--- src/hw/rtl/gray_box_blur_3x3_top_assert.svh ---
// assertion macros shared by the gray box blur rtl
// expects i_clk and i_rst_n in the scope of each use
`ifndef GRAY_BOX_BLUR_3X3_TOP_ASSERT_SVH
`define GRAY_BOX_BLUR_3X3_TOP_ASSERT_SVH

// expression holds at every clock edge out of reset
`define GBB_ASSERT_HOLDS(lbl, expr, msg) \
    lbl: assert property (@(posedge i_clk) disable iff (!i_rst_n) (expr)) \
        else $error(msg);

// consequent holds in the same cycle as the antecedent
`define GBB_ASSERT_IMPLIES(lbl, ante, cons, msg) \
    lbl: assert property (@(posedge i_clk) disable iff (!i_rst_n) (ante) |-> (cons)) \
        else $error(msg);

// consequent holds in the cycle after the antecedent
`define GBB_ASSERT_NEXT(lbl, ante, cons, msg) \
    lbl: assert property (@(posedge i_clk) disable iff (!i_rst_n) (ante) |=> (cons)) \
        else $error(msg);

`endif

--- src/hw/rtl/gbb_pkg.sv ---
// shared constants, codes and types of the gray box blur
// no dependencies
package gbb_pkg;

    // frame geometry limits
    localparam int MAX_WIDTH    = 2048;
    localparam int HEIGHT_LIMIT = 4096;
    localparam int PIXEL_BITS   = 8;

    // register and stream field widths
    localparam int WIDTH_BITS  = 12;
    localparam int HEIGHT_BITS = 13;
    localparam int CFG_DATA_W  = 13;
    localparam int CFG_IDX_W   = 1;
    localparam int IN_DATA_W   = 24;
    localparam int OUT_DATA_W  = 8;

    // counter widths
    localparam int COL_W = $clog2(MAX_WIDTH);
    localparam int ROW_W = $clog2(HEIGHT_LIMIT);
    localparam int WU_W  = $clog2(MAX_WIDTH + 1);
    localparam int HU_W  = $clog2(HEIGHT_LIMIT + 1);
    localparam int POS_W = $clog2(MAX_WIDTH * HEIGHT_LIMIT + MAX_WIDTH + 2);

    // color sum and divide by 3 through a reciprocal
    localparam int RAW_W    = PIXEL_BITS + 2;
    localparam int DIV3_SH  = PIXEL_BITS + 3;
    localparam int DIV3_MUL = (2 ** DIV3_SH + 2) / 3;
    localparam int D3P_W    = RAW_W + DIV3_SH;

    // window sum and divide by 9 through a reciprocal
    localparam int WSUM_W   = PIXEL_BITS + 4;
    localparam int DIV9_SH  = PIXEL_BITS + 7;
    localparam int DIV9_MUL = (2 ** DIV9_SH + 8) / 9;
    localparam int D9P_W    = WSUM_W + DIV9_SH;

    // result queue
    localparam int OUTQ_AW    = 3;
    localparam int OUTQ_DEPTH = 2 ** OUTQ_AW;
    localparam int CNT_W      = OUTQ_AW + 1;

    // register indexes
    typedef enum logic [CFG_IDX_W-1:0] {
        CFG_IMAGE_WIDTH  = 1'b0,
        CFG_IMAGE_HEIGHT = 1'b1
    } t_cfg_idx;

    // item kinds
    localparam logic OP_PIXEL = 1'b0;
    localparam logic OP_DRAIN = 1'b1;

    // per-item control decided at acceptance
    typedef struct packed {
        logic emit;
        logic border;
        logic last_col;
        logic last_frame;
    } t_ctl;

    // one result
    typedef struct packed {
        logic [PIXEL_BITS-1:0] gray_value;
        logic                  end_of_row;
        logic                  end_of_frame;
    } t_result;

endpackage

--- src/hw/rtl/gbb_outq.sv ---
// result queue between the blur pipeline and the output stream
// depends on gbb_pkg
module gbb_outq (
    input  logic                      i_clk,
    input  logic                      i_rst_n,
    input  logic                      i_push,
    input  gbb_pkg::t_result          i_data,
    input  logic                      i_ready,
    output logic                      o_valid,
    output gbb_pkg::t_result          o_data,
    output logic [gbb_pkg::CNT_W-1:0] o_count
);
    import gbb_pkg::*;

    t_result            r_mem [OUTQ_DEPTH];
    logic [OUTQ_AW-1:0] r_wr_ptr;
    logic [OUTQ_AW-1:0] r_rd_ptr;
    logic [CNT_W-1:0]   r_count;
    logic               pop;

    assign pop = (r_count != '0) && i_ready;

    // entry storage
    always_ff @(posedge i_clk) begin
        if (i_push) begin
            r_mem[r_wr_ptr] <= i_data;
        end
    end

    // pointers and fill level
    always_ff @(posedge i_clk) begin
        if (!i_rst_n) begin
            r_wr_ptr <= '0;
            r_rd_ptr <= '0;
            r_count  <= '0;
        end else begin
            if (i_push) begin
                r_wr_ptr <= r_wr_ptr + OUTQ_AW'(1);
            end
            if (pop) begin
                r_rd_ptr <= r_rd_ptr + OUTQ_AW'(1);
            end
            case ({i_push, pop})
                2'b10:   r_count <= r_count + CNT_W'(1);
                2'b01:   r_count <= r_count - CNT_W'(1);
                default: r_count <= r_count;
            endcase
        end
    end

    assign o_valid = (r_count != '0);
    assign o_data  = r_mem[r_rd_ptr];
    assign o_count = r_count;

endmodule

--- config.mk ---
export PLATFORM = sky130hd
export DESIGN_NAME = gbb_outq
export DESIGN_NICKNAME = d
export VERILOG_FILES = /design/src/hw/rtl/gray_box_blur_3x3_top_assert.svh /design/src/hw/rtl/gbb_pkg.sv /design/src/hw/rtl/gbb_outq.sv
export SDC_FILE = /design/constraint.sdc
export NUM_CORES = 1
export LEC_CHECK = 0
export CAP_MARGIN = 25
export CORE_MARGIN = 2
export CORE_UTILIZATION = 45
export CTS_BUF_LIST = sky130_fd_sc_hd__clkbuf_16
export DETAILED_ROUTE_END_ITERATION = 8
export DONT_BUFFER_PORTS = 1
export PLACE_DENSITY = 0.6
export SYNTH_ARGS = -nofsm -noshare
export SYNTH_HDL_FRONTEND = slang
export SYNTH_SLANG_ARGS = --single-unit
--- constraint.sdc ---
create_clock -name i_clk -period 2.7 [get_ports i_clk]
set_input_delay 0 -clock i_clk [delete_from_list [all_inputs] [get_ports i_clk]]
set_output_delay 0 -clock i_clk [all_outputs]
set_load 0.01 [all_outputs]
==> metrics.yaml, run 1 <==
critical_path:
  cp_max_fo: 5
  worstSetupPathType: "reg2reg"
  rr_startpoint: "o_count[1]$_SDFFE_PN0P_"
  ff2ff_path_depth: 10
  crit_required_ps: 2950
  rrSetupSlack_ps: 150
  end_kind: "flop"
  critPathLaunchType: "flop"
  arrival_ps: 2800
  r2r_end: "o_count[2]$_SDFFE_PN0P_"
power_and_ir_drop:
  p_leak_uw: 0.00142
  clockPowerShare: 0.344
  ir_worst_vdd_mv: 0.507
  p_sw_uw: 933
  p_comb_frac: 0.210
  intPower_uw: 2840
  switching_share: 0.247
  powerDensity_mw_per_mm2: 875
  seqPwrFrac: 0.445
synth:
  syn_area_per_cell_um2: 19.6
  ys_seq_area_frac: 0.728
  syn_inst: 187
  synth_cell_type_count: 29
  synthesis.area_mm2: 0.00366
  yosys_register_bits: 93
  yosysWarnings: 0
  syn_nets: 206
layout:
  final_common_cell: "edfxtp_1"
  stdcell_area_mm2: 0.00431
  regArea_mm2: 0.00266
  syn_to_final_growth_pct: 17.9
  multiInputGateArea_um2: 958
  fin_nets: 237
  nFillCells: 599
  stdcell_count: 325
  drive_gt1_frac: 0.274
  n_antenna_cell: 0
  final_cell_mix: "edfxtp_1, mux4_2, dlygate4sd3_1"
cts:
  cts_max_path_buffers: 2
  cts_tree: "yes"
  path_clk_slew_ps: 60
  numCtsBuffers: 9
  cts-root-buf: "clkbuf_16"
  clock_sinks: 93
  htree_num_levels: 3
  post-cts-setup-buffers: 0
  ctsHoldBuffers: 14
  clk_latency_ps: 330
  ctsResizeCount: 0
global_routing:
  grt_remaining_overflow: 0
  grt_max_degree: 21
  grt_pass1_wl_mm: 10.3
  use_met2: 0.285
  first_global_vias: 1895
  antenna_found_initial: 0
  grt_use_met1: 0.197
  grt.busiest_layer: "met2"
  grtUsageTotal: 0.165
  grtUsageMet3: 0.0441
sta:
  tightest_slew_ps: 623
  slew_headroom: 0.584
  drv_slew: 0
  setup_viol: 0
  grt_setup_unrepaired: "false"
  fmax_ghz: 0.392
  period_share: 0.946
  setup_tns_ps: 0
  hold_violations: 0
  skew_ps: 4.16
  period_needed_ps: 2550
route:
  drtAntennaViolNets: 0
  first_pass_iters: 4
  vias: 1750
  wire_per_inst_um: 20.3
  routed_wl_mm: 6.59
  drc: 0
  viasPerCell: 5.38
  first_iter_violations: 128
min_path:
  hold_end: "r_mem[2][0]$_DFFE_PP_"
  holdPathStages: 2
  hp-start: "i_push"
  worst_hold_path_type: "in2reg"
run_status:
  outcome: "finished clean"
floorplan:
  die_area_mm2: 0.00886
  start_util: 0.468
  boundaryPins: 29
  die_h_um: 94.2
  core_mm2: 0.00781
  die-width_um: 94.2
  num_rows: 32
place:
  place_congestion: 0.730
  port_buffers: 0
  place_area_mm2: 0.00385
  placed_cells: 295
  dp_hpwl_mm: 4.06
job:
  drv_cap: 0
[worst max-delay path, cell delays in order (launching register included)]
cell and delay (ps):
dfxtp_1 320, or4_4 600, nand2_4 110, inv_1 60, ha_1 250, xor2_1 170, ha_1 180, a21oi_1 140
xor2_1 100, or3_1 330, a21boi_0 210
[routing by layer]
layer / share of wire / vias up
li1: - / 806
met1: 0.40 / 899
met2: 0.54 / 37
met3: 0.049 / 8
met4: 0.014 / 0
met5: 0 / -
[state kept, by name (all words and copies together), names as in the netlist, named ones only]
signal    flops
o_count       4
r_mem        80
r_rd_ptr      3
r_wr_ptr      3
[area by class of cell]
cell class	instances	area share
sequential	93	0.618
multi-input combinational	85	0.222
timing repair buffer	27	0.0552
clock buffer	9	0.0522
tap	102	0.0296
clock inverter	7	0.0212
inverter	2	0.00174
[cells in the mapped netlist]
| cell | n | area [um^2] |
|---|---|---|
| or3_1 | 1 | 6.26 |
| nand3_2 | 1 | 10.0 |
| nor4b_1 | 1 | 8.76 |
| nor3_1 | 3 | 15.0 |
| nand2_1 | 6 | 22.5 |
| o41ai_1 | 1 | 8.76 |
| a41oi_1 | 1 | 8.76 |
| and2_1 | 6 | 37.5 |
| mux2i_1 | 3 | 30.0 |
| nor2b_1 | 2 | 12.5 |
| buf_2 | 2 | 10.0 |
| ha_1 | 5 | 62.6 |
| o21ai_0 | 1 | 5.00 |
| nor2_1 | 6 | 22.5 |
| xnor2_1 | 4 | 35.0 |
| buf_1 | 1 | 3.75 |
| nand3_1 | 1 | 5.00 |
| edfxtp_1 | 80 | 2400 |
| nand2_4 | 1 | 11.3 |
| dfxtp_1 | 13 | 260 |
| a21oi_1 | 1 | 5.00 |
| inv_1 | 2 | 7.51 |
| nand2b_1 | 4 | 25.0 |
| mux4_2 | 20 | 450 |
| or4_4 | 1 | 11.3 |
| mux2_2 | 11 | 124 |
| xor2_1 | 3 | 26.3 |
| clkbuf_1 | 4 | 15.0 |
| a21boi_0 | 2 | 15.0 |
[worst max path at each step]
stage	startpoint	end	slack, ps	cells past startpoint
2_1_floorplan	o_count[1]$_SDFFE_PN0P_	o_count[2]$_SDFFE_PN0P_	290	10
3_3_place_gp	o_count[1]$_SDFFE_PN0P_	o_count[2]$_SDFFE_PN0P_	340	10
3_5_place_dp	o_count[1]$_SDFFE_PN0P_	o_count[2]$_SDFFE_PN0P_	180	10
4_1_cts	o_count[1]$_SDFFE_PN0P_	o_count[2]$_SDFFE_PN0P_	160	10
5_1_grt	o_count[1]$_SDFFE_PN0P_	o_count[2]$_SDFFE_PN0P_	20	10
6_report	o_count[1]$_SDFFE_PN0P_	o_count[2]$_SDFFE_PN0P_	150	10
[cell families (layout without fill, tap and decap cells)]
kind of cell,count (synthesis),in the layout,synth area share
simple gates,33,33,0.0513
flops,93,93,0.728
mux,34,34,0.165
fa+ha+maj,5,5,0.0171
xor+xnor,7,7,0.0168
buf+inv,9,45,0.00992
compound gates,6,6,0.0116
[power by group through the flow]
stage               Combinational [uW]  Clock (uW)  Sequential, uW
global route                       864        1390            1690
floorplan                          584           0            1730
CTS                                807        1330            1680
global placement                   726           0            1700
finish                             793        1300            1680
detailed placement                 763           0            1710
[metrics by stage]
stage / total power, uW / setup slack, ps / util / hold slack (ps)
after floorplan: 2310 / 289 / - / 98.9
after global routing: 3940 / 18.4 / 0.552 / 177
final: 3770 / 146 / 0.552 / 156
after CTS: 3810 / 156 / 0.552 / 145
after global placement: 2430 / 337 / 0.494 / 99.3
after detailed placement: 2470 / 177 / 0.494 / 99.2
(Power assumes the default switching activity.)
==> inputs of run 2 (changes only) <==
- CORE_MARGIN: 2 -> 8
- PLACE_DENSITY: 0.6 -> 0.66
==> metrics.yaml, run 2 (synthesis results as in run 1) <==
route:
  first_pass_iters: 4  # unchanged
  first_iter_violations: 82  # was 128
  wire_per_inst_um: 20.3  # about the same
  drc: 0  # unchanged
  met1_length_mm: 2.59  # was 2.62 mm
  route.met2.wl_mm: 3.60  # was 3.55 mm
  routed_wl_mm: 6.65  # was 6.59 mm
  met3_length_um: 357  # was 324 um
  viasPerCell: 5.41  # was 5.38
  highest_layer: "met4"  # unchanged
  vias: 1776  # was 1750
  drtAntennaViolNets: 0  # unchanged
critical_path:
  r2r_end: "o_count[2]$_SDFFE_PN0P_"  # unchanged
  path_cells: "or4_4 > nand2_4 > inv_1 > ha_1 > xor2_1 > ha_1 > a21oi_1 > xor2_1 > or3_1 > a21boi_0"  # unchanged
  rrSetupSlack_ps: 130  # was 150 ps
  ff2ff_path_depth: 10  # unchanged
  critPathLaunchType: "flop"  # unchanged
  cp_slowest_cell: "or4_4"  # unchanged
  arrival_ps: 2820  # was 2800 ps
  crit_required_ps: 2950  # about the same
  slowest_delay_ps: 600  # about the same
  worstSetupPathType: "reg2reg"  # unchanged
  cp_max_fo: 5  # unchanged
  rr_startpoint: "o_count[1]$_SDFFE_PN0P_"  # unchanged
  end_kind: "flop"  # unchanged
power_and_ir_drop:
  powerDensity_mw_per_mm2: 856  # was 875 mW/mm^2
  switching_share: 0.255  # was 0.247
  p_comb_frac: 0.218  # was 0.210
  intPower_uw: 2730  # was 2840 uW
  p_sw_uw: 933  # about the same
  p_leak_uw: 0.00142  # about the same
  ir_worst_vdd_mv: 0.497  # was 0.507 mV
  clockPowerShare: 0.324  # was 0.344
  seqPwrFrac: 0.458  # was 0.445
min_path:
  worst_hold_path_type: "in2reg"  # unchanged
  holdPathStages: 2  # unchanged
  hold_end: "r_mem[4][0]$_DFFE_PP_"  # was r_mem[2][0]$_DFFE_PP_
  hp-start: "i_push"  # unchanged
place:
  dp_slack_ps: 162  # was 177 ps
  port_buffers: 0  # unchanged
  dp_hpwl_mm: 4.33  # was 4.06 mm
  placed_cells: 298  # was 295
  place_congestion: 0.756  # was 0.730
job:
  drv_cap: 0  # unchanged
layout:
  drive_gt1_frac: 0.265  # was 0.274
  fin_nets: 237  # unchanged
  stdcell_count: 328  # was 325
  largest_register_ffs: 80  # unchanged
  final_common_cell: "edfxtp_1"  # unchanged
  n_antenna_cell: 0  # unchanged
  final_cell_mix: "edfxtp_1, mux4_2, dlygate4sd3_1"  # unchanged
  regMostFlops: "r_mem"  # unchanged
  syn_to_final_growth_pct: 17.1  # was 17.9%
  final_core_util: 0.532  # was 0.552
sta:
  grt_setup_unrepaired: "false"  # unchanged
  setup_viol: 0  # unchanged
  setup_tns_ps: 0  # unchanged
  period_needed_ps: 2570  # was 2550 ps
  slew_headroom: 0.529  # was 0.584
  tightest_slew_ps: 701  # was 623 ps
  period_share: 0.952  # was 0.946
  hold_violations: 0  # unchanged
  drv_slew: 0  # unchanged
  fmax_ghz: 0.389  # was 0.392 GHz
  skew_ps: 8.45  # was 4.16 ps
  worst_slack_ps: 130  # was 146 ps
cts:
  ctsResizeCount: 0  # unchanged
  cts-root-buf: "clkbuf_16"  # unchanged
  numCtsBuffers: 9  # unchanged
  post-cts-setup-buffers: 0  # unchanged
  path_clk_slew_ps: 60  # about the same
  cts_tree: "yes"  # unchanged
  htree_num_levels: 3  # unchanged
  clk_latency_ps: 330  # about the same
  clock_sinks: 93  # unchanged
  cts_max_path_buffers: 2  # unchanged
floorplan:
  die_area_mm2: 0.0113  # was 0.00886 mm^2
  die_h_um: 106  # was 94.2 um
  core_mm2: 0.00805  # was 0.00781 mm^2
  num_rows: 33  # was 32
  boundaryPins: 29  # unchanged
  die-width_um: 106  # was 94.2 um
  start_util: 0.454  # was 0.468
global_routing:
  grtUsageTotal: 0.124  # was 0.165
  grt_max_degree: 21  # unchanged
  first_global_vias: 1915  # was 1895
  antenna_found_initial: 0  # unchanged
  grt_pass1_wl_mm: 10.3  # about the same
  grt_remaining_overflow: 0  # unchanged
run_status:
  outcome: "finished clean"  # unchanged
run 2: how the worst max path moves through the flow:
stage	from	endpoint	slack (ps)	cells past startpoint
4_1_cts	o_count[1]$_SDFFE_PN0P_	o_count[2]$_SDFFE_PN0P_	130	10
3_5_place_dp	o_count[1]$_SDFFE_PN0P_	o_count[2]$_SDFFE_PN0P_	160	10
5_1_grt	o_count[1]$_SDFFE_PN0P_	o_count[2]$_SDFFE_PN0P_	7	10
3_3_place_gp	o_count[1]$_SDFFE_PN0P_	o_count[2]$_SDFFE_PN0P_	330	10
2_1_floorplan	o_count[1]$_SDFFE_PN0P_	o_count[2]$_SDFFE_PN0P_	290	10
6_report	o_count[1]$_SDFFE_PN0P_	o_count[2]$_SDFFE_PN0P_	130	10
run 2: area by class of cell:
type	instances	area [um^2]
Clock buffer	9	225
Clock inverter	7	60.1
Tap cell	105	131
Multi-Input combinational cell	85	958
Inverter	2	7.51
Sequential cell	93	2660
Timing Repair Buffer	27	238
Fill cell	645	3770
run 2: layer usage:
metal	vias to the layer above	track usage
met5	-	0
met1	918	0.133
met4	0	0.0573
met2	44	0.217
li1	803	-
met3	11	0.0430
run 2: critical path: cells and delay by family (launching register included):
family / cells / cell delay (ps)
fa+ha+maj: 2 / 450
flops: 1 / 320
buf+inv: 1 / 60
simple gates: 3 / 1040
xor+xnor: 2 / 280
compound gates: 2 / 330
run 2: power groups by stage:
stage                     combinational (uW)  clock, uW  sequential (uW)
after global placement                   734          0             1700
after CTS                                811       1200             1680
after global routing                     864       1250             1690
after detailed placement                 772          0             1710
final                                    798       1190             1680
after floorplan                          584          0             1730
run 2: through the flow:
step                power, uW  instance area [um^2]  hold slack, ps
floorplan                2310                  3660            98.9
global placement         2440                  3860            99.3
detailed placement       2480                  3860            99.2
CTS                      3690                  4280             106
global route             3800                  4280             121
finish                   3670                  4280             108
run 2: timing repair:
item | 4_1_cts | 5_1_grt
endpoints found under the hold margin | 93 | 0
setup endpoints to repair | 0 | 0
hold buffers | 14 | 0
==> inputs of run 3 (changes only) <==
- CORE_UTILIZATION: 45 -> 25
- PLACE_DENSITY: 0.66 -> 0.44
==> metrics.yaml, run 3 (synthesis results as in run 1) <==
sta:
  hold_violations: 0  # unchanged
  skew_ps: 6.30  # was 8.45 ps
  setup_tns_ps: 0  # unchanged
  period_share: 0.899  # was 0.952
  period_needed_ps: 2430  # was 2570 ps
  tightest_slew_ps: 649  # was 701 ps
  setup_viol: 0  # unchanged
  slew_headroom: 0.567  # was 0.529
  fmax_ghz: 0.412  # was 0.389 GHz
  drv_slew: 0  # unchanged
  worst_slack_ps: 273  # was 130 ps
  grt_setup_unrepaired: "false"  # unchanged
place:
  port_buffers: 0  # unchanged
  dp_slack_ps: 271  # was 162 ps
  dp_hpwl_mm: 4.81  # was 4.33 mm
  placed_cells: 379  # was 298
  place_congestion: 0.639  # was 0.756
floorplan:
  die_area_mm2: 0.0188  # was 0.0113 mm^2
  core_mm2: 0.0144  # was 0.00805 mm^2
  num_rows: 44  # was 33
  start_util: 0.254  # was 0.454
  die_h_um: 137  # was 106 um
  die-width_um: 137  # was 106 um
  boundaryPins: 29  # unchanged
power_and_ir_drop:
  powerDensity_mw_per_mm2: 831  # was 856 mW/mm^2
  p_leak_uw: 0.00143  # was 0.00142 uW
  p_total_uw: 3650  # was 3670 uW
  ir_worst_vdd_mv: 0.368  # was 0.497 mV
layout:
  multiInputGateArea_um2: 968  # was 958 um^2
  largest_register_ffs: 80  # unchanged
  n_antenna_cell: 0  # unchanged
  nFillCells: 1406  # was 645
  regMostFlops: "r_mem"  # unchanged
  regArea_mm2: 0.00266  # unchanged
  drive_gt1_frac: 0.293  # was 0.265
  fin_nets: 239  # was 237
  syn_to_final_growth_pct: 20.2  # was 17.1%
  stdcell_count: 409  # was 328
  final_common_cell: "edfxtp_1"  # unchanged
  final_cell_mix: "edfxtp_1, mux4_2, buf_4"  # was edfxtp_1, mux4_2, dlygate4sd3_1
cts:
  htree_num_levels: 3  # unchanged
  numCtsBuffers: 9  # unchanged
  ctsResizeCount: 0  # unchanged
  post-cts-setup-buffers: 0  # unchanged
  cts_max_path_buffers: 2  # unchanged
  clk_latency_ps: 330  # about the same
  cts-root-buf: "clkbuf_16"  # unchanged
  cts_tree: "yes"  # unchanged
  path_clk_slew_ps: 70  # was 60 ps
  clock_sinks: 93  # unchanged
global_routing:
  grtUsageTotal: 0.0835  # was 0.124
  grt_max_degree: 21  # unchanged
  first_global_vias: 1913  # was 1915
  grt_pass1_wl_mm: 11.5  # was 10.3 mm
  antenna_found_initial: 0  # unchanged
  grt_remaining_overflow: 0  # unchanged
route:
  routed_wl_mm: 7.20  # was 6.65 mm
  first_pass_iters: 4  # unchanged
  wire_per_inst_um: 17.6  # was 20.3 um
  drtAntennaViolNets: 0  # unchanged
  drc: 0  # unchanged
  first_iter_violations: 113  # was 82
  vias: 1750  # was 1776
  viasPerCell: 4.28  # was 5.41
run_status:
  outcome: "finished clean"  # unchanged
min_path:
  worst_hold_path_type: "in2reg"  # unchanged
critical_path:
  crit_required_ps: 2960  # was 2950 ps
  critPathLaunchType: "flop"  # unchanged
  arrival_ps: 2690  # was 2820 ps
  cp_slowest_cell: "or4_4"  # unchanged
  path_cells: "or4_4 > nand2_4 > inv_1 > ha_1 > xor2_1 > ha_1 > a21oi_1 > xor2_1 > or3_1 > a21boi_0"  # unchanged
  cp_max_fo: 5  # unchanged
  end_kind: "flop"  # unchanged
  worstSetupPathType: "reg2reg"  # unchanged
  slowest_delay_ps: 600  # about the same
job:
  drv_cap: 0  # unchanged
## run 3: changes by cell type in the layout (fill, tap and decap cells not counted), sizes merged
cell / change
clkinv: +1
bufinv: -1
buf: +2
inv: +1
clkinvlp: -1
## run 3: path summary, 6_finish.rpt
path	start	to	slack, ps	depth (start not counted)
worst max-delay path	o_count[1]$_SDFFE_PN0P_	o_count[2]$_SDFFE_PN0P_	270	10
worst min-delay path	i_push	r_mem[4][9]$_DFFE_PP_	70	2
worst max register to register	o_count[1]$_SDFFE_PN0P_	o_count[2]$_SDFFE_PN0P_	270	10
worst min register to register	r_rd_ptr[1]$_SDFFE_PN0N_	r_rd_ptr[1]$_SDFFE_PN0N_	520	2
## run 3: cell type report
| class | instances | area share |
|---|---|---|
| Clock buffer | 9 | 0.0512 |
| Inverter | 2 | 0.00171 |
| Timing Repair Buffer | 29 | 0.0575 |
| Clock inverter | 7 | 0.0114 |
| Tap cell | 184 | 0.0524 |
| Multi-Input combinational cell | 85 | 0.220 |
| Sequential cell | 93 | 0.606 |
## run 3: timing repair
item	in CTS	in global routing
hold buffers	14	0
hold endpoints to repair	93	0
setup endpoints to repair	0	0
## run 3: where the power goes
| part | switching (uW) | internal [uW] |
|---|---|---|
| Combinational | 405 | 402 |
| Clock | 538 | 631 |
| Sequential | 40.6 | 1640 |
## run 3: per-layer routing
| layer | wire [um] | part of all wire | global-route usage | up-vias |
|---|---|---|---|---|
| met4 | 105 | 0.015 | 0.0272 | 0 |
| met3 | 394 | 0.055 | 0.0334 | 9 |
| met5 | 0 | 0 | 0 | - |
| li1 | - | - | - | 811 |
| met2 | 3240 | 0.45 | 0.122 | 35 |
| met1 | 3460 | 0.48 | 0.110 | 895 |
## run 3: metrics by stage
| step | util | hold WS (ps) | area, um^2 |
|---|---|---|---|
| after floorplan | - | 98.9 | 3660 |
| after CTS | 0.305 | 65.0 | 4400 |
| after global routing | 0.305 | 102 | 4400 |
| final | 0.305 | 70.5 | 4400 |
| after detailed placement | 0.276 | 99.6 | 3980 |
| after global placement | 0.276 | 99.5 | 3980 |
## run 3: critical path, delay by kind of cell (launching register included)
family          cells  cell delay [ps]
simple gates        3             1010
fa+ha+maj           2              430
flops               1              310
compound gates      2              290
xor+xnor            2              260
buf+inv             1               50
