==> src/hw/rtl/gray_box_blur_3x3_top_assert.svh <==
// assertion macros shared by the gray box blur rtl
// expects i_clk and i_rst_n in the scope of each use
`ifndef GRAY_BOX_BLUR_3X3_TOP_ASSERT_SVH
`define GRAY_BOX_BLUR_3X3_TOP_ASSERT_SVH

// expression holds at every clock edge out of reset
`define GBB_ASSERT_HOLDS(lbl, expr, msg) \
    lbl: assert property (@(posedge i_clk) disable iff (!i_rst_n) (expr)) \
        else $error(msg);

// consequent holds in the same cycle as the antecedent
`define GBB_ASSERT_IMPLIES(lbl, ante, cons, msg) \
    lbl: assert property (@(posedge i_clk) disable iff (!i_rst_n) (ante) |-> (cons)) \
        else $error(msg);

// consequent holds in the cycle after the antecedent
`define GBB_ASSERT_NEXT(lbl, ante, cons, msg) \
    lbl: assert property (@(posedge i_clk) disable iff (!i_rst_n) (ante) |=> (cons)) \
        else $error(msg);

`endif

==> src/hw/rtl/gbb_pkg.sv <==
// shared constants, codes and types of the gray box blur
// no dependencies
package gbb_pkg;

    // frame geometry limits
    localparam int MAX_WIDTH    = 2048;
    localparam int HEIGHT_LIMIT = 4096;
    localparam int PIXEL_BITS   = 8;

    // register and stream field widths
    localparam int WIDTH_BITS  = 12;
    localparam int HEIGHT_BITS = 13;
    localparam int CFG_DATA_W  = 13;
    localparam int CFG_IDX_W   = 1;
    localparam int IN_DATA_W   = 24;
    localparam int OUT_DATA_W  = 8;

    // counter widths
    localparam int COL_W = $clog2(MAX_WIDTH);
    localparam int ROW_W = $clog2(HEIGHT_LIMIT);
    localparam int WU_W  = $clog2(MAX_WIDTH + 1);
    localparam int HU_W  = $clog2(HEIGHT_LIMIT + 1);
    localparam int POS_W = $clog2(MAX_WIDTH * HEIGHT_LIMIT + MAX_WIDTH + 2);

    // color sum and divide by 3 through a reciprocal
    localparam int RAW_W    = PIXEL_BITS + 2;
    localparam int DIV3_SH  = PIXEL_BITS + 3;
    localparam int DIV3_MUL = (2 ** DIV3_SH + 2) / 3;
    localparam int D3P_W    = RAW_W + DIV3_SH;

    // window sum and divide by 9 through a reciprocal
    localparam int WSUM_W   = PIXEL_BITS + 4;
    localparam int DIV9_SH  = PIXEL_BITS + 7;
    localparam int DIV9_MUL = (2 ** DIV9_SH + 8) / 9;
    localparam int D9P_W    = WSUM_W + DIV9_SH;

    // result queue
    localparam int OUTQ_AW    = 3;
    localparam int OUTQ_DEPTH = 2 ** OUTQ_AW;
    localparam int CNT_W      = OUTQ_AW + 1;

    // register indexes
    typedef enum logic [CFG_IDX_W-1:0] {
        CFG_IMAGE_WIDTH  = 1'b0,
        CFG_IMAGE_HEIGHT = 1'b1
    } t_cfg_idx;

    // item kinds
    localparam logic OP_PIXEL = 1'b0;
    localparam logic OP_DRAIN = 1'b1;

    // per-item control decided at acceptance
    typedef struct packed {
        logic emit;
        logic border;
        logic last_col;
        logic last_frame;
    } t_ctl;

    // one result
    typedef struct packed {
        logic [PIXEL_BITS-1:0] gray_value;
        logic                  end_of_row;
        logic                  end_of_frame;
    } t_result;

endpackage

==> src/hw/rtl/gbb_seq.sv <==
// configuration registers, frame counters and per-request decisions
// depends on gbb_pkg
module gbb_seq (
    input  logic                          i_clk,
    input  logic                          i_rst_n,
    input  logic                          i_cfg_we,
    input  logic [gbb_pkg::CFG_IDX_W-1:0] i_cfg_index,
    input  logic [gbb_pkg::CFG_DATA_W-1:0] i_cfg_data,
    input  logic                          i_accept,
    input  logic                          i_opcode,
    output logic                          o_hold,
    output logic                          o_take,
    output logic [gbb_pkg::COL_W-1:0]     o_col,
    output gbb_pkg::t_ctl                 o_ctl
);
    import gbb_pkg::*;

    logic [WIDTH_BITS-1:0]  r_width;
    logic [HEIGHT_BITS-1:0] r_height;
    logic                   r_hold;

    logic [WU_W-1:0]  w_used;
    logic [HU_W-1:0]  h_used;
    logic [WU_W-1:0]  r_w;
    logic [COL_W-1:0] r_w_m1;
    logic [ROW_W-1:0] r_h_m1;
    logic [POS_W-1:0] r_total;

    logic [COL_W-1:0] r_in_col,  n_in_col;
    logic [POS_W-1:0] r_in_pos,  n_in_pos;
    logic [COL_W-1:0] r_out_col, n_out_col;
    logic [ROW_W-1:0] r_out_row, n_out_row;
    logic [POS_W-1:0] r_out_pos, n_out_pos;

    logic in_done;
    logic take;
    t_ctl ctl;

    // configuration registers, input held off in the cycle after a write
    always_ff @(posedge i_clk) begin
        if (!i_rst_n) begin
            r_width  <= WIDTH_BITS'(640);
            r_height <= HEIGHT_BITS'(480);
            r_hold   <= 1'b1;
        end else begin
            r_hold <= i_cfg_we;
            if (i_cfg_we) begin
                case (i_cfg_index)
                    CFG_IMAGE_WIDTH:  r_width  <= i_cfg_data[WIDTH_BITS-1:0];
                    CFG_IMAGE_HEIGHT: r_height <= i_cfg_data[HEIGHT_BITS-1:0];
                    default: ;
                endcase
            end
        end
    end

    // clamp registers to usable geometry
    always_comb begin
        if (r_width == '0) begin
            w_used = WU_W'(1);
        end else if (int'(r_width) > MAX_WIDTH) begin
            w_used = WU_W'(MAX_WIDTH);
        end else begin
            w_used = WU_W'(r_width);
        end
        if (r_height == '0) begin
            h_used = HU_W'(1);
        end else if (int'(r_height) > HEIGHT_LIMIT) begin
            h_used = HU_W'(HEIGHT_LIMIT);
        end else begin
            h_used = HU_W'(r_height);
        end
    end

    // derived geometry, refreshed every cycle
    always_ff @(posedge i_clk) begin
        r_w     <= w_used;
        r_w_m1  <= COL_W'(w_used - WU_W'(1));
        r_h_m1  <= ROW_W'(h_used - HU_W'(1));
        r_total <= POS_W'(w_used) * POS_W'(h_used);
    end

    // decide what the accepted request does
    always_comb begin
        in_done        = (r_in_pos >= r_total);
        take           = i_accept && ((i_opcode == OP_DRAIN) ? in_done : !in_done);
        ctl.emit       = take && (r_in_pos > POS_W'(r_w));
        ctl.last_col   = (r_out_col == r_w_m1);
        ctl.last_frame = ((r_out_pos + POS_W'(1)) == r_total);
        ctl.border     = (r_out_row == '0) || (r_out_row == r_h_m1) ||
                         (r_out_col == '0) || ctl.last_col;
    end

    // next counter values
    always_comb begin
        n_in_col  = r_in_col;
        n_in_pos  = r_in_pos;
        n_out_col = r_out_col;
        n_out_row = r_out_row;
        n_out_pos = r_out_pos;
        if (i_cfg_we) begin
            n_in_col  = '0;
            n_in_pos  = '0;
            n_out_col = '0;
            n_out_row = '0;
            n_out_pos = '0;
        end else if (take) begin
            n_in_col = (r_in_col == r_w_m1) ? '0 : r_in_col + COL_W'(1);
            n_in_pos = r_in_pos + POS_W'(1);
            if (ctl.emit) begin
                if (ctl.last_frame) begin
                    n_in_col  = '0;
                    n_in_pos  = '0;
                    n_out_col = '0;
                    n_out_row = '0;
                    n_out_pos = '0;
                end else begin
                    n_out_pos = r_out_pos + POS_W'(1);
                    if (ctl.last_col) begin
                        n_out_col = '0;
                        n_out_row = r_out_row + ROW_W'(1);
                    end else begin
                        n_out_col = r_out_col + COL_W'(1);
                    end
                end
            end
        end
    end

    // frame counters
    always_ff @(posedge i_clk) begin
        if (!i_rst_n) begin
            r_in_col  <= '0;
            r_in_pos  <= '0;
            r_out_col <= '0;
            r_out_row <= '0;
            r_out_pos <= '0;
        end else begin
            r_in_col  <= n_in_col;
            r_in_pos  <= n_in_pos;
            r_out_col <= n_out_col;
            r_out_row <= n_out_row;
            r_out_pos <= n_out_pos;
        end
    end

    assign o_hold = r_hold;
    assign o_take = take;
    assign o_col  = r_in_col;
    assign o_ctl  = ctl;

endmodule

==> config.mk <==
export PLATFORM = sky130hd
export DESIGN_NAME = gbb_seq
export DESIGN_NICKNAME = d
export VERILOG_FILES = /design/src/hw/rtl/gray_box_blur_3x3_top_assert.svh /design/src/hw/rtl/gbb_pkg.sv /design/src/hw/rtl/gbb_seq.sv
export SDC_FILE = /design/constraint.sdc
export NUM_CORES = 1
export LEC_CHECK = 0
export BUFFER_PORTS_ARGS = -buffer_cell sky130_fd_sc_hd__buf_2
export CELL_PAD_IN_SITES_DETAIL_PLACEMENT = 1
export CELL_PAD_IN_SITES_GLOBAL_PLACEMENT = 1
export CORE_MARGIN = 2
export CORE_UTILIZATION = 45
export CTS_BUF_LIST = sky130_fd_sc_hd__clkbuf_8
export CTS_CLUSTER_DIAMETER = 200
export CTS_CLUSTER_SIZE = 30
export DETAILED_ROUTE_END_ITERATION = 16
export GPL_TIMING_DRIVEN = 0
export PLACE_DENSITY = 0.77
export SLEW_MARGIN = 20
export SYNTH_ARGS = -nofsm -noshare
export SYNTH_HDL_FRONTEND = slang
export SYNTH_SLANG_ARGS = --single-unit
==> constraint.sdc <==
create_clock -name i_clk -period 5.2 [get_ports i_clk]
set_input_delay 0.78 -clock i_clk [delete_from_list [all_inputs] [get_ports i_clk]]
set_output_delay 0.78 -clock i_clk [all_outputs]
set_load 0.01 [all_outputs]
==> results.sh, run 1 <==
export IMPL_status="finished, violations left"
export IMPL_violations_in_the_final_reports="negative setup slack"
export IMPL_cts_path_max_buffers=2
export IMPL_num_fill_cells=3686
export IMPL_critical_path_start_type="flop"
export IMPL_avgViaCountPerCell=5.65
export IMPL_design_final_nets=2028
export IMPL_synthesized_netlist_net_count=1946
export IMPL_grt_pass1_vias=13400
export IMPL_layout_common_cells="220 x sky130_fd_sc_hd__inv_1, 209 x sky130_fd_sc_hd__nand2_1, 157 x sky130_fd_sc_hd__dfxtp_1"
export IMPL_diodes=0
export IMPL_timing_final_setup_violations=8
export IMPL_finalWirelength_um=44800
export IMPL_detail_route_drc_violations=0
export IMPL_finish_cell_count_without_fillers=2204
export IMPL_fin_worst_setup_slack_ns=-0.274
export IMPL_worstPathArrival_ns=5.91
export IMPL_global_route_usage_sum_pct=27.6
export IMPL_final_min_period_over_clock_period_pct=105
export IMPL_start_util_pct=45.9
export IMPL_async_reset_ff_share_pct=0
export IMPL_drtAntennaViolNets=0
export IMPL_vdd_ir_drop_max_mv=0.177
export IMPL_timing_hold_ws_ns=0.505
export IMPL_num_vias=12500
export IMPL_dp_cells=2144
export IMPL_io_pins=36
export IMPL_synth_cell_types=72
export IMPL_use_met3_pct=4.94
export IMPL_grtUsageMet1_pct=34.2
export IMPL_timing_hold_violations_final=0
export IMPL_ys_ff_latch=167
export IMPL_die_width_um=181
export IMPL_clk_pin_slew_worst_setup_hold_paths_ns=0.11
export IMPL_layout_cells_most_common="sky130_fd_sc_hd__inv_1"
export IMPL_holdPathStages=3
export IMPL_row_count=64
export IMPL_rsz0062_at_grt="yes"
export IMPL_pwr_density_cell_mw_per_mm2=241
export IMPL_worst_ep_required_time_ns=5.63
export IMPL_max_slew_worst_pin_slew_ns=0.814
export IMPL_cellLeakagePower_nw=6.85
export IMPL_worstHoldPathType="primary input to flop"
export IMPL_r2r_cells=21
export IMPL_cts_sink_count=167
export IMPL_synth_flop_cell="sky130_fd_sc_hd__dfxtp_1"
export IMPL_clkLatencyLatePin_ns=0.51
export IMPL_finClkSkew_ns=0.0229
export IMPL_hold_path_startpoint="i_cfg_data[8]"
export IMPL_global_route_met2_utilization_pct=47.1
export IMPL_place_gp_congestion=0.867
export IMPL_post_route_cells_drive_above_1_share_pct=14.7
export IMPL_drt_pass1_iterations=7
export IMPL_end_kind="flop"
export IMPL_grt_overflow_total=0
export IMPL_clock_root_buffer="sky130_fd_sc_hd__clkbuf_8"
export IMPL_dp_hpwl_um=33500
export IMPL_die_y_um=181
export IMPL_period_needed_ns=5.47
export IMPL_crit_type="flop to flop"
export IMPL_yosysWarnings=0
export IMPL_first_pass_grt_wire_length_um=71600
export IMPL_critical_path_reg2reg_startpoint="r_width[11]"
export IMPL_cp_max_fo=10
export IMPL_number_of_design_rule_violations_left_by_the_first_detailed_router_iteration=621
export IMPL_die_area_mm2=0.0328
export IMPL_syn_avg_cell_area_um2=8.24
export IMPL_post_synth_inst_count=1713
export IMPL_setup_reg_to_reg_worst_slack_ns=-0.27
export IMPL_most_congested_layer_reported_by_global_routing="met2"
export IMPL_worstHoldEndpoint="r_height[8]"
export IMPL_antenna_violations_before_repair=0
export IMPL_maxCapViolations=0
export IMPL_routedWlPerCell_um=20.3
export IMPL_syn_to_final_growth_pct=14.8
export IMPL_crit_reg2reg_capture="r_total[23]"
export IMPL_core_area_mm2=0.0307
export IMPL_h_tree_depth=4
export IMPL_mapped_area_mm2=0.0141
export IMPL_report_final_slew_viol_count=0
export IMPL_slew_limit_headroom_pct=45.3
export IMPL_cts_tree="built"
export IMPL_synth_seq_area_share_pct=23.7
export IMPL_maximum_clock_frequency_ghz=0.183
export IMPL_num_cts_buffers=17
export IMPL_numPortBuffers=35
export IMPL_synth_edff_count=0
export IMPL_grt_start_max_net_pins=19
state kept, by name, summed over array words and instances, names as in the netlist, 11 cells and up:
register and cells:
r_height 13, r_w_m1 11, r_in_pos 24, r_out_col 11
r_out_row 12, r_w 12, o_col 11, r_total 24
r_out_pos 24, r_h_m1 12, r_width 12
critical path, stage by stage, from the launching register on:
cell and delay (ns):
sky130_fd_sc_hd__dfxtp_4 0.45, sky130_fd_sc_hd__clkbuf_16 0.19, sky130_fd_sc_hd__nand2b_4 0.17, sky130_fd_sc_hd__clkinv_4 0.07
sky130_fd_sc_hd__clkbuf_16 0.17, sky130_fd_sc_hd__nand2_1 0.09, sky130_fd_sc_hd__fa_1 0.44, sky130_fd_sc_hd__fa_2 0.54
sky130_fd_sc_hd__inv_1 0.05, sky130_fd_sc_hd__ha_1 0.28, sky130_fd_sc_hd__inv_1 0.06, sky130_fd_sc_hd__fa_1 0.54
sky130_fd_sc_hd__inv_1 0.07, sky130_fd_sc_hd__fa_1 0.54, sky130_fd_sc_hd__ha_4 0.23, sky130_fd_sc_hd__nor3_4 0.18
sky130_fd_sc_hd__o21a_1 0.23, sky130_fd_sc_hd__o31ai_4 0.10, sky130_fd_sc_hd__o41a_1 0.44, sky130_fd_sc_hd__a311o_1 0.30
sky130_fd_sc_hd__a21oi_2 0.14, sky130_fd_sc_hd__xnor2_1 0.12
synthesized netlist by cell type, drive strengths merged, types with 29 or more instances:
master | instances | area (um2)
o211ai | 38 | 285
inv | 231 | 867
nand4 | 30 | 206
o21ai | 32 | 171
a21oi | 49 | 249
dfxtp | 167 | 3340
nor2 | 117 | 439
clkbuf | 70 | 263
xnor2 | 122 | 1070
xor2 | 29 | 254
nand2 | 210 | 788
nor3 | 49 | 245
nor4 | 44 | 305
fa | 109 | 2180
ha | 105 | 1310
nand3 | 45 | 225
per-stage QoR:
stage                     setup slack (ns)  util (%)  setup TNS, ns  total power, mW  cell area (um2)
after floorplan                    -0.0152         -        -0.0152             2.35            14200
after global placement               -1.05      48.5          -9.31             2.72            14900
after detailed placement             -1.07      48.5          -9.97             2.78            14900
after CTS                           -0.265      52.0         -0.993             3.86            16000
after global routing                -0.448      52.7          -2.66             4.13            16200
final                               -0.274      52.7          -1.14             3.90            16200
worst max path at each step:
stage	from	slack, ns	endpoint
final	r_width[11]	-0.27	r_total[23]
after CTS	r_height[4]	-0.26	r_total[23]
after global placement	r_width[7]	-1.05	r_total[20]
after global routing	r_width[11]	-0.45	r_total[23]
after detailed placement	r_width[7]	-1.07	r_total[20]
after floorplan	r_height[11]	-0.02	r_total[23]
layer usage:
metal	part of all wire, %	wire, um
met5	0	0
met4	4.1	1860
met3	4.7	2120
met2	49	22100
met1	42	18700
report_power, final:
part           leakage [nW]  switching [mW]  internal [mW]
registers              1.37           0.147           1.38
logic                  5.28           0.825          0.571
clock network         0.195           0.618          0.359
kinds of logic after synthesis:
logic type,share of synthesized area (%)
AOI/OAI and AO/OA,10.1
buffers and inverters,9.08
and+or+nand+nor,22.4
adders and majority gates,24.8
muxes,0.576
xor gates and xnor gates,9.37
DFF,23.7
layout make-up:
type / instances / area [um2] / area share [%]
Buffer: 93 / 617 / 3.81
Timing Repair Buffer: 67 / 439 / 2.71
Sequential cell: 167 / 3370 / 20.8
Clock inverter: 15 / 155 / 0.958
Multi-Input combinational cell: 1215 / 9990 / 61.6
Tap cell: 396 / 495 / 3.06
Inverter: 234 / 908 / 5.61
Clock buffer: 17 / 234 / 1.44
repair_timing:
action / CTS / global route
resized for setup: 120 / 56
endpoints found under the setup margin: 15 / 12
pin swaps: 37 / 48
setup buffers: 26 / 8
hold buffers: 0 / 0
No activity file was read; power rests on OpenSTA's default activity.
==> inputs of run 2 (changes only) <==
Settings changed: CORE_UTILIZATION 45 to 49, CTS_BUF_LIST sky130_fd_sc_hd__clkbuf_8 to unset, PLACE_DENSITY 0.77 to 0.8.
Clock period 5.2 ns to 6 ns, I/O delays scaled along.
==> run 2 against run 1 <==
Effect of this change:
- the flow now finishes without violations
- global-route usage is 1.7 points higher
- final area is 3.5% lower
- count of clock-buffer cells in the layout unchanged
- sequential power shrank 14%
- sequential share of layout area up 0.63 points
- flip-flop and latch count is the same
- critical path type unchanged
- total power down 9.5%
- clock power increased by 14%
- via count fell by 1.3%
- critical endpoint is now r_total[21]
- critical path depth fell by 1
- first-iteration DRC count up 8.2%
- routed wire length down 3.2%
==> results.sh, run 2 (synthesis gave the netlist of run 1 again) <==
export IMPL_dp_hpwl_um=33100
export IMPL_max_slew_worst_pin_slew_ns=0.799
export IMPL_detail_route_drc_violations=0
export IMPL_num_fill_cells=3551
export IMPL_clk_pin_slew_worst_setup_hold_paths_ns=0.07
export IMPL_timing_hold_violations_final=0
export IMPL_global_route_usage_sum_pct=29.3
export IMPL_critPathLaunch="r_width[11]"
export IMPL_drt_pass1_iterations=5
export IMPL_timing_hold_ws_ns=0.501
export IMPL_worstHoldPathType="flop to flop"
export IMPL_holdPathStages=2
export IMPL_num_cts_buffers=17
export IMPL_grt_overflow_total=0
export IMPL_vdd_ir_drop_max_mv=0.195
export IMPL_numPortBuffers=35
export IMPL_critical_path_start_type="flop"
export IMPL_maximum_clock_frequency_ghz=0.170
export IMPL_antenna_violations_before_repair=0
export IMPL_end_kind="flop"
export IMPL_clkLatencyLatePin_ns=0.46
export IMPL_die_width_um=174
export IMPL_finClkSkew_ns=0.0117
export IMPL_crit_type="flop to flop"
export IMPL_routedWlPerCell_um=20.0
export IMPL_pwr_density_cell_mw_per_mm2=226
export IMPL_drtAntennaViolNets=0
export IMPL_core_area_mm2=0.0285
export IMPL_finish_cell_count_without_fillers=2168
export IMPL_post_route_cell_area_mm2=0.0156
export IMPL_die_area_mm2=0.0302
export IMPL_final_min_period_over_clock_period_pct=98.1
export IMPL_dpl_cell_area_mm2=0.0148
export IMPL_placement_setup_worst_slack_ns=-1.08
export IMPL_status="complete, no violations"
export IMPL_grt_pass1_vias=13300
export IMPL_grt_start_max_net_pins=19
export IMPL_hold_path_startpoint="r_height[0]"
export IMPL_clock_root_buffer="sky130_fd_sc_hd__clkbuf_16"
export IMPL_final_setup_tns_ns=0
export IMPL_h_tree_depth=4
export IMPL_number_of_design_rule_violations_left_by_the_first_detailed_router_iteration=672
export IMPL_worst_ep_required_time_ns=6.34
export IMPL_slew_limit_headroom_pct=46.7
export IMPL_timing_final_setup_violations=0
export IMPL_fin_worst_setup_slack_ns=0.112
export IMPL_layout_common_cells="226 x sky130_fd_sc_hd__inv_1, 210 x sky130_fd_sc_hd__nand2_1, 164 x sky130_fd_sc_hd__dfxtp_1"
export IMPL_num_vias=12300
export IMPL_largest_registers="r_in_pos x24, r_out_pos x24, r_total x24"
export IMPL_post_route_cells_drive_above_1_share_pct=9.87
export IMPL_fin_total_pwr_mw=3.53
export IMPL_layout_cells_most_common="sky130_fd_sc_hd__inv_1"
export IMPL_design_final_nets=2004
export IMPL_critical_path_reg2reg_startpoint="r_width[11]"
export IMPL_report_final_slew_viol_count=0
export IMPL_start_util_pct=49.5
export IMPL_crit_reg2reg_capture="r_total[21]"
export IMPL_worstPathArrival_ns=6.23
export IMPL_io_pins=36
export IMPL_maxCapViolations=0
export IMPL_cellLeakagePower_nw=6.69
export IMPL_cp_max_fo=10
export IMPL_setup_reg_to_reg_worst_slack_ns=0.11
export IMPL_avgViaCountPerCell=5.67
export IMPL_row_count=62
export IMPL_finish_utilization_pct=54.8
export IMPL_r2r_cells=20
export IMPL_cts_path_max_buffers=2
export IMPL_period_needed_ns=5.89
export IMPL_dp_cells=2132
export IMPL_cts_sink_count=167
export IMPL_timing_critical_path_to="r_total[21]"
export IMPL_first_pass_grt_wire_length_um=70200
export IMPL_finalWirelength_um=43400
export IMPL_syn_to_final_growth_pct=10.8
export IMPL_cts_tree="built"
export IMPL_place_gp_congestion=0.849
export IMPL_die_y_um=174
export IMPL_diodes=0
[run 2: where the power goes]
| part | switching (mW) | internal [mW] |
|---|---|---|
| Combinational | 0.673 | 0.422 |
| Sequential | 0.127 | 1.20 |
| Clock | 0.555 | 0.557 |
[run 2: worst min path at each step]
stage                       end  slack, ns
floorplan           r_height[0]       0.44
global placement     r_width[4]       0.47
detailed placement   r_width[6]       0.48
CTS                  r_width[6]       0.49
global route        r_height[0]       0.54
finish              r_height[0]       0.50
[run 2: what timing repair did]
| item | in CTS | in global routing |
|---|---|---|
| setup endpoints to repair | 13 | 7 |
| hold buffers | 0 | 0 |
| setup buffers | 8 | 5 |
| resized for setup | 41 | 45 |
| pin swaps | 1 | 7 |
[run 2: worst max-delay path, stage by stage (launching register included)]
cell	delay (ns)
sky130_fd_sc_hd__dfxtp_2	0.37
sky130_fd_sc_hd__clkbuf_8	0.21
sky130_fd_sc_hd__nand2b_4	0.20
sky130_fd_sc_hd__inv_4	0.12
sky130_fd_sc_hd__clkbuf_8	0.20
sky130_fd_sc_hd__nand2_1	0.10
sky130_fd_sc_hd__fa_1	0.51
sky130_fd_sc_hd__fa_1	0.43
sky130_fd_sc_hd__inv_1	0.10
sky130_fd_sc_hd__fa_1	0.41
sky130_fd_sc_hd__fa_1	0.51
sky130_fd_sc_hd__inv_1	0.07
sky130_fd_sc_hd__fa_1	0.53
sky130_fd_sc_hd__inv_1	0.05
sky130_fd_sc_hd__ha_1	0.33
sky130_fd_sc_hd__or2_2	0.31
sky130_fd_sc_hd__o31ai_2	0.11
sky130_fd_sc_hd__o31ai_2	0.12
sky130_fd_sc_hd__o41a_1	0.45
sky130_fd_sc_hd__a31o_2	0.32
sky130_fd_sc_hd__o311ai_2	0.32
[run 2: final cells by class]
| cell class | instances | area (um2) | share of cell area (%) |
|---|---|---|---|
| multi-input combinational | 1215 | 9630 | 61.6 |
| sequential | 167 | 3350 | 21.4 |
| inverter | 234 | 900 | 5.75 |
| tap | 384 | 480 | 3.07 |
| buffer | 88 | 429 | 2.74 |
| clock buffer | 17 | 425 | 2.72 |
| timing repair buffer | 48 | 273 | 1.74 |
| clock inverter | 15 | 153 | 0.976 |
[run 2: metal layers]
layer  track usage, %  wire length [um]
met5                0                 0
met1             36.5             18400
met3             3.99              1670
met4             12.9              1610
met2             50.7             21700
==> inputs of run 3 (changes only) <==
Settings changed: ABC_AREA set to 1, CORE_UTILIZATION 49 to 43, PLACE_DENSITY 0.8 to 0.76, RECOVER_POWER set to 100.
Clock period 6 ns to 5.07 ns, I/O delays scaled along.
==> run 3 against run 2 <==
Effect of this change:
- the run now ends with negative setup slack left
- highest routed layer unchanged
- largest power group is now combinational logic
- first-iteration DRC count increased by 20%
- critical path depth increased by 10
- maximum frequency increased by 4.6%
- sequential share of layout area decreased by 2.3 points
- largest cell class unchanged
- critical path type unchanged
- sequential power increased by 19%
- count of clock-buffer cells in the layout unchanged
- combinational power increased by 130%
- flip-flop and latch count unchanged
- via count increased by 13%
- setup slack got worse by 0.67 ns
==> results.sh, run 3 <==
export IMPL_status="finished, violations left"
export IMPL_violations_in_the_final_reports="negative setup slack"
export IMPL_antenna_violations_before_repair=1
export IMPL_mapped_area_mm2=0.0142
export IMPL_timing_final_setup_violations=15
export IMPL_io_pins=36
export IMPL_num_fill_cells=4070
export IMPL_design_final_nets=2360
export IMPL_critical_path_start_type="flop"
export IMPL_syn_avg_cell_area_um2=7.22
export IMPL_report_final_slew_viol_count=0
export IMPL_largest_registers="r_in_pos x24, r_out_pos x24, r_total x24"
export IMPL_start_util_pct=43.7
export IMPL_route_met3_wl_um=2530
export IMPL_routedWlPerCell_um=20.4
export IMPL_synthesized_netlist_net_count=2200
export IMPL_num_cts_buffers=17
export IMPL_synthDominantAreaCellType="sky130_fd_sc_hd__dfxtp_1"
export IMPL_cp_max_fo=11
export IMPL_netlist_top_cells_count="445 x sky130_fd_sc_hd__nand2_1, 329 x sky130_fd_sc_hd__inv_1, 229 x sky130_fd_sc_hd__nor2_1, 167 x sky130_fd_sc_hd__dfxtp_1, 116 x sky130_fd_sc_hd__nand3_1"
export IMPL_worst_ep_required_time_ns=5.45
export IMPL_synthMostInstantiatedCell="sky130_fd_sc_hd__nand2_1"
export IMPL_async_reset_ff_share_pct=0
export IMPL_die_y_um=186
export IMPL_die_area_mm2=0.0345
export IMPL_rsz0062_at_grt="yes"
export IMPL_detail_route_drc_violations=0
export IMPL_worstPathArrival_ns=6.01
export IMPL_dp_hpwl_um=35800
export IMPL_timing_hold_violations_final=0
export IMPL_top_layer_reached_by_signal_wires="met4"
export IMPL_syn_to_final_growth_pct=24.0
export IMPL_grt_overflow_total=0
export IMPL_period_needed_ns=5.63
export IMPL_place_gp_congestion=0.837
export IMPL_vdd_ir_drop_max_mv=0.322
export IMPL_first_pass_grt_wire_length_um=77100
export IMPL_maximum_clock_frequency_ghz=0.178
export IMPL_avgViaCountPerCell=5.37
export IMPL_synth_edff_count=0
export IMPL_numPortBuffers=35
export IMPL_synth_cell_types=46
export IMPL_maxCapViolations=0
export IMPL_r2r_cells=30
export IMPL_clock_root_buffer="sky130_fd_sc_hd__clkbuf_16"
export IMPL_finish_cell_count_without_fillers=2583
export IMPL_h_tree_depth=4
export IMPL_synth_top_cell_area_share_pct=23.5
export IMPL_layout_cells_most_common="sky130_fd_sc_hd__nand2_1"
export IMPL_cts_path_max_buffers=2
export IMPL_clk_pin_slew_worst_setup_hold_paths_ns=0.07
export IMPL_grt_start_max_net_pins=19
export IMPL_multiInputGateArea_mm2=0.0102
export IMPL_storage_cell_area_mm2=0.00337
export IMPL_layout_common_cells="403 x sky130_fd_sc_hd__nand2_1, 286 x sky130_fd_sc_hd__inv_1, 210 x sky130_fd_sc_hd__nor2_1"
export IMPL_synth_seq_area_share_pct=23.5
export IMPL_clkLatencyLatePin_ns=0.47
export IMPL_cts_hold_fix_buffers=0
export IMPL_ys_ff_latch=167
export IMPL_synth_flop_cell="sky130_fd_sc_hd__dfxtp_1"
export IMPL_cts_tree="built"
export IMPL_holdPathStages=2
export IMPL_post_synth_inst_count=1967
export IMPL_final_min_period_over_clock_period_pct=111
export IMPL_number_of_design_rule_violations_left_by_the_first_detailed_router_iteration=806
export IMPL_crit_type="flop to flop"
export IMPL_grt_pass1_vias=14500
export IMPL_metal_1_wl_um=21500
export IMPL_end_kind="flop"
export IMPL_synthTopCellsByArea="sky130_fd_sc_hd__dfxtp_1 24%, sky130_fd_sc_hd__fa_1 15%, sky130_fd_sc_hd__nand2_1 12%"
export IMPL_post_route_cells_drive_above_1_share_pct=20.4
export IMPL_max_slew_worst_pin_slew_ns=0.967
export IMPL_global_route_usage_sum_pct=29.3
export IMPL_critical_path_slowest_cell="sky130_fd_sc_hd__fa_2"
export IMPL_fin_worst_setup_slack_ns=-0.557
export IMPL_yosysWarnings=0
export IMPL_critical_path_max_stage_delay_ns=0.62
export IMPL_worstHoldPathType="flop to flop"
export IMPL_slew_limit_headroom_pct=35.3
export IMPL_finalWirelength_um=52600
export IMPL_row_count=66
export IMPL_drt_pass1_iterations=6
export IMPL_finClkSkew_ns=0.0151
export IMPL_die_width_um=186
export IMPL_drtAntennaViolNets=0
export IMPL_core_area_mm2=0.0325
export IMPL_cts_sink_count=167
export IMPL_num_vias=13900
export IMPL_placement_setup_worst_slack_ns=-1.06
export IMPL_cellLeakagePower_nw=8.21
export IMPL_wl_met2_um=26900
export IMPL_pwr_density_cell_mw_per_mm2=312
export IMPL_dp_cells=2444
==> run 3: cell count changes after synthesis, moves of 17 or more <==
cell	delta
sky130_fd_sc_hd__inv_1	+99
sky130_fd_sc_hd__nand2b_1	-23
sky130_fd_sc_hd__xor2_1	+52
sky130_fd_sc_hd__a21boi_0	-17
sky130_fd_sc_hd__o211ai_1	-35
sky130_fd_sc_hd__nor2b_1	-20
sky130_fd_sc_hd__nand2_1	+235
sky130_fd_sc_hd__nor2_1	+112
sky130_fd_sc_hd__clkbuf_1	-39
sky130_fd_sc_hd__xnor2_1	-95
sky130_fd_sc_hd__nor4_1	-19
sky130_fd_sc_hd__and2_1	-19
sky130_fd_sc_hd__o21ai_0	+39
sky130_fd_sc_hd__nand3_1	+71
==> run 3: final cells by class <==
| type | count | area share, % |
|---|---|---|
| repair buffers | 143 | 6.12 |
| clock buffers | 17 | 2.41 |
| flip-flops and latches | 167 | 19.1 |
| plain buffers | 45 | 2.21 |
| well taps | 442 | 3.14 |
| multi-input cells | 1411 | 58.2 |
| diodes | 1 | 0.0142 |
| clock inverters | 15 | 1.00 |
| inverters | 342 | 7.83 |
==> run 3: final timing paths <==
check                     end  slack [ns]       start
setup / recovery  r_total[22]       -0.56  r_width[0]
setup reg to reg  r_total[22]       -0.56  r_width[0]
hold / removal     r_width[4]        0.49  r_width[4]
hold reg to reg    r_width[4]        0.49  r_width[4]
==> run 3: per-layer routing <==
metal	vias up	track usage, %
li1	6458	-
met1	6894	35.3
met2	396	51.8
met3	125	5.28
met4	0	10.6
met5	-	0
==> run 3: report_power, final <==
group | internal (mW) | switching, mW
Sequential | 1.44 | 0.128
Clock | 0.706 | 0.669
Combinational | 1.06 | 1.50
Total | 3.21 | 2.30
==> run 3: critical path, delay by kind of cell, from the launching register on <==
family | cells | cell delay [ns]
AOI/OAI and AO/OA | 1 | 0.18
adders and majority gates | 6 | 2.77
buffers and inverters | 6 | 0.51
and+or+nand+nor | 16 | 1.56
DFF | 1 | 0.34
xor gates and xnor gates | 1 | 0.18
==> run 3: per-stage QoR <==
stage / cell area, um2 / utilization (%) / hold WS [ns] / TNS [ns] / total power, mW
after global routing: 17600 / 54.2 / 0.509 / -8.04 / 5.80
after CTS: 17200 / 52.8 / 0.458 / -1.76 / 5.26
final: 17600 / 54.2 / 0.487 / -5.74 / 5.51
after global placement: 15300 / 46.9 / 0.468 / -10.15 / 3.36
after floorplan: 14500 / - / 0.440 / -0.00382 / 2.86
after detailed placement: 15300 / 46.9 / 0.485 / -10.41 / 3.42
==> run 3: cell families (layout without fill, tap and decap cells) <==
group,Yosys count,after routing,share of synthesized area [%]
xor gates and xnor gates,108,108,6.66
and+or+nand+nor,944,944,29.1
DFF,167,167,23.5
adders and majority gates,214,214,24.6
buffers and inverters,389,562,10.6
AOI/OAI and AO/OA,145,145,5.50
other,0,1,0
==> run 3: what timing repair did <==
| action | in CTS | in global routing |
|---|---|---|
| pin swaps | 86 | 54 |
| buffers inserted | 76 | 30 |
| gates cloned | 2 | 0 |
| gates resized for setup | 190 | 67 |
| endpoints found under the setup margin | 16 | 15 |
